**config.mk**
```make
export PLATFORM = sky130hd
export DESIGN_NAME = multi_slot_software_timer_table
export DESIGN_NICKNAME = d
export VERILOG_FILES = /design/src/hw/rtl/mstt_pkg.sv /design/src/hw/rtl/mstt_div.sv /design/src/hw/rtl/mstt_dp.sv /design/src/hw/rtl/mstt_ctrl.sv /design/src/hw/rtl/multi_slot_software_timer_table.sv
export SDC_FILE = /design/constraint.sdc
export NUM_CORES = 2
export LEC_CHECK = 0
export ABC_CLOCK_PERIOD_IN_PS = 16940
export BUFFER_PORTS_ARGS = -buffer_cell sky130_fd_sc_hd__buf_2
export CAP_MARGIN = 20
export CORE_ASPECT_RATIO = 0.6
export CORE_MARGIN = 3
export CORE_UTILIZATION = 45
export CTS_CLUSTER_DIAMETER = 150
export DETAILED_ROUTE_END_ITERATION = 7
export GPL_TIMING_DRIVEN = 0
export PLACE_DENSITY = 0.57
export SLEW_MARGIN = 0
export SYNTH_ARGS = -nofsm -noshare
export SYNTH_HDL_FRONTEND = slang
export SYNTH_SLANG_ARGS = --single-unit
export TNS_END_PERCENT = 30
```
**constraint.sdc**
```tcl
create_clock -name clk -period 16.94 [get_ports clk]
set_clock_uncertainty 0.2 [all_clocks]
set_input_delay 0 -clock clk [delete_from_list [all_inputs] [get_ports clk]]
set_output_delay 0 -clock clk [all_outputs]
set_load 0.03 [all_outputs]
```
**src/hw/rtl/mstt_pkg.sv**
```systemverilog
// Shared constants and controller/datapath interface types for the timer table.
`default_nettype none
package mstt_pkg;
  localparam int SLOTS      = 16;
  localparam int SLOT_BITS  = 4;
  localparam int TIME_BITS  = 32;
  localparam int COUNT_BITS = 8;
  localparam int DIV_STEPS_BITS = $clog2(TIME_BITS + 1);

  localparam logic [2:0] CMD_SET    = 3'd0;
  localparam logic [2:0] CMD_PAUSE  = 3'd1;
  localparam logic [2:0] CMD_RESUME = 3'd2;
  localparam logic [2:0] CMD_CLEAR  = 3'd3;
  localparam logic [2:0] CMD_TICK   = 3'd4;

  localparam logic [COUNT_BITS-1:0] COUNT_MAX = {COUNT_BITS{1'b1}};

  typedef struct packed {
    logic accept;
    logic clr_idx;
    logic add_step;
    logic div_start;
    logic div_take;
    logic finish;
    logic inc_idx;
    logic flush;
  } ctrl_cmd_t;

  typedef struct packed {
    logic active;
    logic need_div;
    logic div_done;
    logic idx_last;
  } dp_stat_t;
endpackage
`default_nettype wire

```
**src/hw/rtl/mstt_div.sv**
```systemverilog
// Iterative restoring divider, one quotient bit per cycle.
`default_nettype none
module mstt_div (
  input  wire logic                          clk,
  input  wire logic                          rst,
  input  wire logic                          go,
  input  wire logic [mstt_pkg::TIME_BITS-1:0] dividend,
  input  wire logic [mstt_pkg::TIME_BITS-1:0] divisor,
  output logic                               done,
  output logic [mstt_pkg::TIME_BITS-1:0]      quo,
  output logic [mstt_pkg::TIME_BITS-1:0]      rem
);
  logic [mstt_pkg::TIME_BITS:0]             r;
  logic [mstt_pkg::TIME_BITS-1:0]           q;
  logic [mstt_pkg::TIME_BITS-1:0]           d;
  logic [mstt_pkg::DIV_STEPS_BITS-1:0]      cnt;
  logic                                     running;
  logic [mstt_pkg::TIME_BITS:0]             shifted;
  logic                                     fits;

  assign shifted = {r[mstt_pkg::TIME_BITS-1:0], q[mstt_pkg::TIME_BITS-1]};
  assign fits    = shifted >= {1'b0, d};
  assign quo     = q;
  assign rem     = r[mstt_pkg::TIME_BITS-1:0];

  always_ff @(posedge clk) begin
    if (rst) begin
      running <= 1'b0;
      done    <= 1'b0;
      cnt     <= '0;
    end else begin
      done <= 1'b0;
      if (go) begin
        running <= 1'b1;
        r       <= '0;
        q       <= dividend;
        d       <= divisor;
        cnt     <= mstt_pkg::DIV_STEPS_BITS'(mstt_pkg::TIME_BITS);
      end else if (running) begin
        r   <= fits ? shifted - {1'b0, d} : shifted;
        q   <= {q[mstt_pkg::TIME_BITS-2:0], fits};
        cnt <= cnt - 1'b1;
        if (cnt == 1) begin
          running <= 1'b0;
          done    <= 1'b1;
        end
      end
    end
  end
endmodule
`default_nettype wire

```
**src/hw/rtl/mstt_dp.sv**
```systemverilog
// Slot storage, tick arithmetic and result registers.
`default_nettype none
module mstt_dp (
  input  wire logic                           clk,
  input  wire logic                           rst,
  input  wire mstt_pkg::ctrl_cmd_t            cmd,
  output mstt_pkg::dp_stat_t                  stat,
  input  wire logic [2:0]                     command,
  input  wire logic [mstt_pkg::SLOT_BITS-1:0] slot,
  input  wire logic [mstt_pkg::TIME_BITS-1:0] interval,
  input  wire logic [mstt_pkg::TIME_BITS-1:0] initial_delay,
  input  wire logic                           repeat_req,
  input  wire logic [mstt_pkg::TIME_BITS-1:0] delta,
  output logic                                strobe,
  output logic                                kind,
  output logic [mstt_pkg::SLOT_BITS-1:0]      slot_out,
  output logic                                table_full,
  output logic [mstt_pkg::COUNT_BITS-1:0]     fire_count,
  output logic                                last
);
  localparam int TB = mstt_pkg::TIME_BITS;
  localparam int CB = mstt_pkg::COUNT_BITS;
  localparam int SB = mstt_pkg::SLOT_BITS;

  logic [mstt_pkg::SLOTS-1:0] valid, paused, rep, dpass;
  logic [TB-1:0] iv  [mstt_pkg::SLOTS];
  logic [TB-1:0] dl  [mstt_pkg::SLOTS];
  logic [TB-1:0] acc [mstt_pkg::SLOTS];

  logic [SB-1:0] idx;
  logic [TB-1:0] tick_delta;
  logic [TB-1:0] w_acc;
  logic [CB-1:0] w_cnt;
  logic          w_dp;
  logic          pend_v;
  logic [SB-1:0] pend_slot;
  logic [CB-1:0] pend_cnt;

  logic [SB-1:0] free_idx;
  logic          any_free;
  logic [TB:0]   sum;
  logic [TB-1:0] sat_acc;
  logic          hit_delay;
  logic          div_done;
  logic [TB-1:0] quo, rem;
  logic [TB-1:0] whole;
  logic [TB:0]   cnt_sum;
  logic [CB-1:0] cnt_new;

  always_comb begin
    free_idx = '0;
    any_free = 1'b0;
    for (int i = mstt_pkg::SLOTS - 1; i >= 0; i--) begin
      if (!valid[i]) begin
        free_idx = SB'(i);
        any_free = 1'b1;
      end
    end
  end

  assign sum       = {1'b0, acc[idx]} + {1'b0, tick_delta};
  assign sat_acc   = sum[TB] ? {TB{1'b1}} : sum[TB-1:0];
  assign hit_delay = !dpass[idx] && (sat_acc >= dl[idx]);

  // one-shot slots count at most one whole interval
  assign whole   = (!rep[idx] && quo > 1) ? TB'(1) : quo;
  assign cnt_sum = {1'b0, whole} + {{(TB+1-CB){1'b0}}, w_cnt};
  assign cnt_new = (cnt_sum > {{(TB+1-CB){1'b0}}, mstt_pkg::COUNT_MAX}) ?
                   mstt_pkg::COUNT_MAX : cnt_sum[CB-1:0];

  mstt_div u_div (
    .clk(clk), .rst(rst), .go(cmd.div_start), .dividend(w_acc),
    .divisor(iv[idx]), .done(div_done), .quo(quo), .rem(rem)
  );

  assign stat.active   = valid[idx] && !paused[idx];
  assign stat.need_div = w_dp;
  assign stat.div_done = div_done;
  assign stat.idx_last = idx == SB'(mstt_pkg::SLOTS - 1);

  always_ff @(posedge clk) begin
    if (rst) begin
      valid  <= '0;
      paused <= '0;
      strobe <= 1'b0;
      pend_v <= 1'b0;
      idx    <= '0;
    end else begin
      strobe <= 1'b0;
      if (cmd.accept) begin
        tick_delta <= delta;
        case (command)
          mstt_pkg::CMD_SET: begin
            strobe     <= 1'b1;
            kind       <= 1'b0;
            fire_count <= '0;
            last       <= 1'b1;
            table_full <= !any_free;
            slot_out   <= any_free ? free_idx : '0;
            if (any_free) begin
              valid[free_idx]  <= 1'b1;
              paused[free_idx] <= 1'b0;
              rep[free_idx]    <= repeat_req;
              iv[free_idx]     <= (interval == '0) ? TB'(1) : interval;
              dl[free_idx]     <= initial_delay;
              dpass[free_idx]  <= initial_delay == '0;
              acc[free_idx]    <= '0;
            end
          end
          mstt_pkg::CMD_PAUSE:  if (valid[slot]) paused[slot] <= 1'b1;
          mstt_pkg::CMD_RESUME: if (valid[slot]) paused[slot] <= 1'b0;
          mstt_pkg::CMD_CLEAR:  if (valid[slot]) valid[slot]  <= 1'b0;
          default: ;
        endcase
      end
      if (cmd.clr_idx) idx <= '0;
      if (cmd.inc_idx) idx <= idx + 1'b1;
      if (cmd.add_step) begin
        w_acc <= hit_delay ? sat_acc - dl[idx] : sat_acc;
        w_cnt <= hit_delay ? CB'(1) : '0;
        w_dp  <= dpass[idx] || hit_delay;
      end
      if (cmd.div_take) begin
        w_acc <= rem;
        w_cnt <= cnt_new;
      end
      if (cmd.finish) begin
        acc[idx]   <= w_acc;
        dpass[idx] <= w_dp;
        if (w_cnt != '0) begin
          if (!rep[idx]) valid[idx] <= 1'b0;
          // previous firing is now known not to be the final one
          if (pend_v) begin
            strobe     <= 1'b1;
            kind       <= 1'b1;
            table_full <= 1'b0;
            slot_out   <= pend_slot;
            fire_count <= pend_cnt;
            last       <= 1'b0;
          end
          pend_v    <= 1'b1;
          pend_slot <= idx;
          pend_cnt  <= w_cnt;
        end
      end
      if (cmd.flush && pend_v) begin
        strobe     <= 1'b1;
        kind       <= 1'b1;
        table_full <= 1'b0;
        slot_out   <= pend_slot;
        fire_count <= pend_cnt;
        last       <= 1'b1;
        pend_v     <= 1'b0;
      end
    end
  end
endmodule
`default_nettype wire

```
**src/hw/rtl/mstt_ctrl.sv**
```systemverilog
// Controller: sequences a tick over all slots.
`default_nettype none
module mstt_ctrl (
  input  wire logic               clk,
  input  wire logic               rst,
  input  wire logic               start,
  input  wire logic [2:0]         command,
  input  wire mstt_pkg::dp_stat_t stat,
  output mstt_pkg::ctrl_cmd_t     cmd,
  output logic                    busy
);
  typedef enum logic [2:0] {
    S_IDLE, S_SCAN, S_ADD, S_DIVCHK, S_DIVWAIT, S_FINISH, S_NEXT, S_FLUSH
  } state_t;

  state_t state;

  assign busy = state != S_IDLE;

  always_comb begin
    cmd           = '0;
    cmd.accept    = start && state == S_IDLE;
    cmd.clr_idx   = cmd.accept && command == mstt_pkg::CMD_TICK;
    cmd.add_step  = state == S_ADD;
    cmd.div_start = state == S_DIVCHK && stat.need_div;
    cmd.div_take  = state == S_DIVWAIT && stat.div_done;
    cmd.finish    = state == S_FINISH;
    cmd.inc_idx   = state == S_NEXT && !stat.idx_last;
    cmd.flush     = state == S_FLUSH;
  end

  always_ff @(posedge clk) begin
    if (rst) begin
      state <= S_IDLE;
    end else begin
      case (state)
        S_IDLE:    if (cmd.clr_idx) state <= S_SCAN;
        S_SCAN:    state <= stat.active ? S_ADD : S_NEXT;
        S_ADD:     state <= S_DIVCHK;
        S_DIVCHK:  state <= stat.need_div ? S_DIVWAIT : S_FINISH;
        S_DIVWAIT: if (stat.div_done) state <= S_FINISH;
        S_FINISH:  state <= S_NEXT;
        S_NEXT:    state <= stat.idx_last ? S_FLUSH : S_SCAN;
        S_FLUSH:   state <= S_IDLE;
        default:   state <= S_IDLE;
      endcase
    end
  end
endmodule
`default_nettype wire

```
**src/hw/rtl/multi_slot_software_timer_table.sv**
```systemverilog
// Top level of the multi-slot timer table.
//  channel   signals                                           transfer when
//  command   start, busy, command, slot, interval,              start && !busy
//            initial_delay, repeat_req, delta
//  result    strobe, kind, slot_out, table_full, fire_count,    strobe
//            last
// Set, pause, resume, clear leave busy low; a set result appears next cycle.
// A tick visits every slot: an inactive slot passes scan and next, an active one
// still inside its delay passes scan, add, divchk, finish and next, and one past
// it also runs the 32-step serial divider; busy stays high through the flush step.
// Reset (synchronous) frees all slots. Results cannot be stalled.
`default_nettype none
module multi_slot_software_timer_table (
  input  wire logic                           clk,
  input  wire logic                           rst,
  input  wire logic                           start,
  output logic                                busy,
  input  wire logic [2:0]                     command,
  input  wire logic [mstt_pkg::SLOT_BITS-1:0] slot,
  input  wire logic [mstt_pkg::TIME_BITS-1:0] interval,
  input  wire logic [mstt_pkg::TIME_BITS-1:0] initial_delay,
  input  wire logic                           repeat_req,
  input  wire logic [mstt_pkg::TIME_BITS-1:0] delta,
  output logic                                strobe,
  output logic                                kind,
  output logic [mstt_pkg::SLOT_BITS-1:0]      slot_out,
  output logic                                table_full,
  output logic [mstt_pkg::COUNT_BITS-1:0]     fire_count,
  output logic                                last
);
  mstt_pkg::ctrl_cmd_t cmd;
  mstt_pkg::dp_stat_t  stat;

  mstt_ctrl u_ctrl (
    .clk(clk), .rst(rst), .start(start), .command(command),
    .stat(stat), .cmd(cmd), .busy(busy)
  );

  mstt_dp u_dp (
    .clk(clk), .rst(rst), .cmd(cmd), .stat(stat), .command(command),
    .slot(slot), .interval(interval), .initial_delay(initial_delay),
    .repeat_req(repeat_req), .delta(delta), .strobe(strobe), .kind(kind),
    .slot_out(slot_out), .table_full(table_full), .fire_count(fire_count),
    .last(last)
  );
endmodule
`default_nettype wire

```
# == Yosys cells after proc, flatten, opt, wreduce, memory -nomap -nowiden ==
# Memory sizes are Yosys's and may differ from the RTL's. A register that Yosys moved wholly into a read port is not among the register bits.
# Index checks and enable logic that the tools add are counted.
# W data, S select, Z words.
# classes
add_sub_neg,6
mul,0
div,0
magnitude_cmp,10
n_eq_ne,18
n_shift,0
n_mux,145
bitwise,11
n_reduce_logical,42
# ops
operator,count
$mux W32,11
$mux W16,15
$mux W4,30
$mux W8,9
$and A16 B16 Y16,4
$logic_not A32 Y1,2
$sub A32 B32 Y32,2
$mux W1,60
$bwmux W16,3
$not A16 Y16,3
$pmux W16 S3,1
$add A32 B32 Y33,1
$add A32 B8 Y33,1
$ge A33 B32 Y1,1
$gt A33 B8 Y1 const B,1
$ge A32 B32 Y1,1
$gt A32 B1 Y1 const B,1
$or A16 B16 Y16,2
$pmux W16 S2,1
$reduce_or A32 Y1,1
$pmux W3 S8,1
$bmux W1 S4,5
$eq A3 B3 Y1 const B,5
$lt A4 B5 Y1 const B,3
other kinds (26),68
# totals
reg_bits,245
latchBits,0
mem_bits_rw,1536
mem_bits_ro,0
inputBits,107
output_inout_bits,17
word_cells,260
memories,3
# mem_list
memory,depth,word_bits,read_ports,rd_ports_with_merged_regs,write_ports,line_no,text
u_dp.acc,16,32,1,1,1,mstt_dp.sv:28,logic [TB-1:0] acc [mstt_pkg::SLOTS];
u_dp.dl,16,32,1,1,1,mstt_dp.sv:27,logic [TB-1:0] dl [mstt_pkg::SLOTS];
u_dp.iv,16,32,1,1,1,mstt_dp.sv:26,logic [TB-1:0] iv [mstt_pkg::SLOTS];

# == Depth between registers and ports, before layout ==
# logic_depth
word_depth,29
depth_mapped,30

# == Modules after synthesis ==
# Synthesis repeated with hierarchy kept, for this count alone.
# hier_totals
hier_cells,4882
hier_area_um2,80697.4
# by_module_without_submodules
mod,n_inst,cells_per_inst,area_each_um2,seq_area_each_um2
mstt_dp,1,4263,74247.5,50928.8
mstt_div,1,588,6202.2,3042.9
mstt_ctrl,1,31,247.7,60.1

# == Least setup slack after synthesis ==
# No wires, ideal clock.
# synth_path
kind,register to register
start,register with a tool-made name
end,"register u_dp.w_acc[10], data pin"
setup_time_ns,0.146
arrival_ns,7.501
t_required_ns,16.594
path_slack_ns,9.093
stages_incl_launch_ff,29
path_cell_list,dfxtp_1 -> clkbuf_1 -> buf_1 -> buf_1 -> mux4_2 -> mux4_2 -> ha_1 -> a211o_1 -> a2111oi_0 -> o31ai_1 -> o2bb2ai_1 -> a31oi_1 -> a221o_1 -> buf_2 -> clkbuf_1 -> clkbuf_1 -> nand2_1 -> ha_1 -> clkbuf_1 -> and4_1 -> nand3_1 -> o221ai_1 -> a21o_1 -> a221o_1 -> o21ai_1 -> clkbuf_1 -> clkbuf_1 -> a21oi_1 -> a21oi_1
# synth_rtl
item,line_no,text
"end signal, assigned",mstt_dp.sv:119,w_acc <= hit_delay ? sat_acc - dl[idx] : sat_acc;
"end signal, assigned",mstt_dp.sv:124,w_acc <= rem;
"end, declared",mstt_dp.sv:32,logic [TB-1:0] w_acc;

==> flow_summary.json <==
{
  "worst_slew_pin_slew_ns": 1.11,
  "wl_per_cell_microns": 30.7,
  "antenna_found_initial": 9,
  "synth_xor_xnor_area_share_pct": 0.803,
  "initial_core_util_pct": 45.5,
  "ys_seq_elements": 1817,
  "cts_tree": "done",
  "report.final.slew_viol_count": 0,
  "dr_total_vias": 45888,
  "hold_class": "in -> reg",
  "grt_pass1_vias": 44390,
  "cts-buffers-inserted": 174,
  "core_sq_um": 170000,
  "synth_fa_ha_area_share_pct": 1.88,
  "placed_cell_area_sq_um": 83800,
  "worstHoldStart": "interval[9]",
  "clock-sinks": 1817,
  "cts_max_level": 4,
  "path_common_cell": "clkbuf_1",
  "peakVddDrop_v": 0.0000681,
  "synthTopCellsByArea": "edfxtp_1 (68%), mux4_2 (14%), ha_1 (1.8%)",
  "fin_util_pct": 53.8,
  "ant_nets": 0,
  "synth_top_family_by_area": "multiplexers",
  "post_cts.repair.setup_buffers": 0,
  "crit_type": "reg -> reg",
  "dieWidth_microns": 541,
  "finalCriticalPeriod_ns": 11.94,
  "drtIter0Drc": 6142,
  "min_period_over_period_pct": 70.5,
  "synth-edff-count": 1764,
  "finish.instance_area_sq_um": 91500,
  "fin_nets": 5355,
  "grt_pass1_wl_mm": 329,
  "end_kind": "flip-flop",
  "synthFlopType": "edfxtp_1",
  "post_synth.cell_area_avg_sq_um": 17.5,
  "dieArea_sq_um": 177000,
  "grt_setup_unrepaired": "false",
  "synth_simple_gate_area_share_pct": 5.62,
  "r2r_end": "u_dp.w_acc[4]$_DFFE_PP_",
  "syn-cell-area_sq_um": 77400,
  "crit_path_start_kind": "flip-flop",
  "synth-compound-area-share_pct": 5.14,
  "numPortBuffers": 120,
  "grt-ovfl-total": 0,
  "grt_use_met1_pct": 42.0,
  "final.setup.tns_ns": 0,
  "rr_worst_depth": 28,
  "final_layout_size_suffix_gt1_share_pct": 22.4,
  "rows": 117,
  "slew_headroom_pct": 25.6,
  "leakagePower_nw": 30.6,
  "p_per_area_nw_per_um2": 113,
  "synth_top_area_share_pct": 68.4,
  "whs_path_depth": 3,
  "yosys_warnings": 0,
  "cap_violations": 0,
  "synth_cells": 4423,
  "syn_to_final_growth_pct": 18.2,
  "path_clk_slew_ns": 0.07,
  "met3_usage_pct": 7.58,
  "viasPerCell": 6.09,
  "worst_ep_required_time_ns": 17.27,
  "synth-seq-area-share_pct": 69.8,
  "dr.pass1.iters": 6,
  "grt_max_degree": 34,
  "die_h_microns": 327,
  "ys_types": 89,
  "grtUsageMet2_pct": 35.2,
  "yosys.cell_count.top_type": "edfxtp_1",
  "clockBufferDepth": 4,
  "fmaxAchievable_mhz": 83.8,
  "cts.repair.resized": 0,
  "syn_nets": 4644,
  "crit_fanout": 10,
  "finalSetupViolCount": 0,
  "status": "finished, final reports clean",
  "pin_count": 124,
  "r2r_slack_ns": 5.00,
  "drt-total-wl_mm": 231,
  "async_flop_share_pct": 0,
  "holdPathEnd": "u_dp.iv[1][9]$_DFFE_PP_",
  "clk_latency_ns": 0.82,
  "finalHoldViolCount": 0,
  "worstPathArrival_ns": 12.27,
  "synth_mux_area_share_pct": 14.9,
  "dp_hpwl_mm": 166,
  "place_congestion": 0.982,
  "clock_tree.root_cell": "clkbuf_16",
  "yosys.area.top_type": "edfxtp_1",
  "slowest_delay_ns": 0.84,
  "drcViolationCount": 0,
  "total_power_mw": 10.3,
  "synth_common_cells": "edfxtp_1 (1764), mux4_2 (488), nand2_1 (276)",
  "globalRouteTotalUtil_pct": 26.0,
  "critPathSlowestCell": "a211oi_1",
  "grt-busiest-layer": "met1"
}
## how the worst max path moves through the flow
stage,depth (start not counted),end
floorplan,28,u_dp.w_acc[10]$_DFFE_PP_
global placement,8,u_dp.dl[14][21]$_DFFE_PP_
detailed placement,28,u_dp.w_acc[10]$_DFFE_PP_
CTS,28,u_dp.w_acc[10]$_DFFE_PP_
global route,28,u_dp.w_acc[4]$_DFFE_PP_
finish,28,u_dp.w_acc[4]$_DFFE_PP_
## layout by cell type (no fill, tap or decap), types with 34 or more instances in the layout
cell type / count
a21o_1: 43
a21oi_1: 159
buf_6: 143
dlygate4sd3_1: 183
dfxtp_1: 53
mux4_2: 488
nand4_1: 36
clkbuf_16: 176
edfxtp_1: 1764
buf_2: 129
and3_1: 50
nand3_1: 78
inv_1: 126
clkbuf_1: 234
ha_1: 110
o21ai_0: 115
clkinv_2: 34
buf_1: 35
xnor2_1: 40
nor2_1: 198
nand2_1: 276
a211oi_1: 39
nor3_1: 63
buf_8: 49
## worst max-delay path, delay by kind of cell (launching register included)
| kind | cells | cell delay [ns] |
|---|---|---|
| and+or+nand+nor | 2 | 0.37 |
| muxes | 2 | 1.10 |
| adders and majority gates | 2 | 0.64 |
| AOI/OAI and AO/OA | 14 | 4.81 |
| DFF | 1 | 0.49 |
| buffers and inverters | 8 | 3.98 |
## flip-flops by register name, summed over array words and instances (netlist names), 16 cells and up, named ones only
| signal | count |
|---|---|
| u_dp.acc | 512 |
| u_dp.dl | 512 |
| u_dp.iv | 512 |
| u_dp.tick_delta | 32 |
| u_dp.u_div.d | 32 |
| u_dp.u_div.quo | 32 |
| u_dp.u_div.r | 32 |
| u_dp.w_acc | 32 |
| u_dp.dpass | 16 |
| u_dp.paused | 16 |
| u_dp.rep | 16 |
| u_dp.valid | 16 |
## kinds of logic (layout without fill, tap and decap cells)
family / count (synthesis) / in the layout
buffers and inverters: 384 / 1225
other: 0 / 4
AOI/OAI and AO/OA: 605 / 605
DFF: 1817 / 1817
muxes: 529 / 529
adders and majority gates: 114 / 114
and+or+nand+nor: 903 / 903
xor gates and xnor gates: 71 / 71
## metal layers
| layer | part of all wire, % | vias to the layer above |
|---|---|---|
| met4 | 1.6 | 4 |
| met2 | 41 | 2272 |
| met5 | 0.0095 | - |
| li1 | - | 19365 |
| met3 | 11 | 263 |
| met1 | 47 | 23984 |
## stage by stage
stage / setup slack [ns] / hold slack [ns] / instances
floorplan: 9.09 / -0.101 / 4423
global placement: 1.84 / -0.0237 / 6804
detailed placement: 5.54 / -0.0216 / 7014
CTS: 5.43 / 0.101 / 7503
global route: 4.71 / 0.158 / 7526
finish: 5.00 / 0.140 / 7529
## cell type report
class | count | area [sq um]
Clock inverter | 107 | 1130
Sequential cell | 1817 | 54000
Inverter | 126 | 473
Timing Repair Buffer | 535 | 5460
Clock buffer | 199 | 4490
Tap cell | 2261 | 2830
Buffer | 258 | 990
Fill cell | 13479 | 78700
Multi-Input combinational cell | 2222 | 22100
Antenna cell | 4 | 10.0
## report_power, final
group / switching, mW / internal [mW] / total, mW
Clock: 1.70 / 2.23 / 3.93
Sequential: 0.0419 / 5.00 / 5.04
Combinational: 0.889 / 0.470 / 1.36
Total: 2.63 / 7.70 / 10.3
## timing repair
| item | in CTS | in global routing |
|---|---|---|
| endpoints found under the setup margin | 0 | 0 |
| hold buffers | 183 | 0 |
| hold endpoints to repair | 1305 | 0 |
No activity file was read; power rests on OpenSTA's default activity.
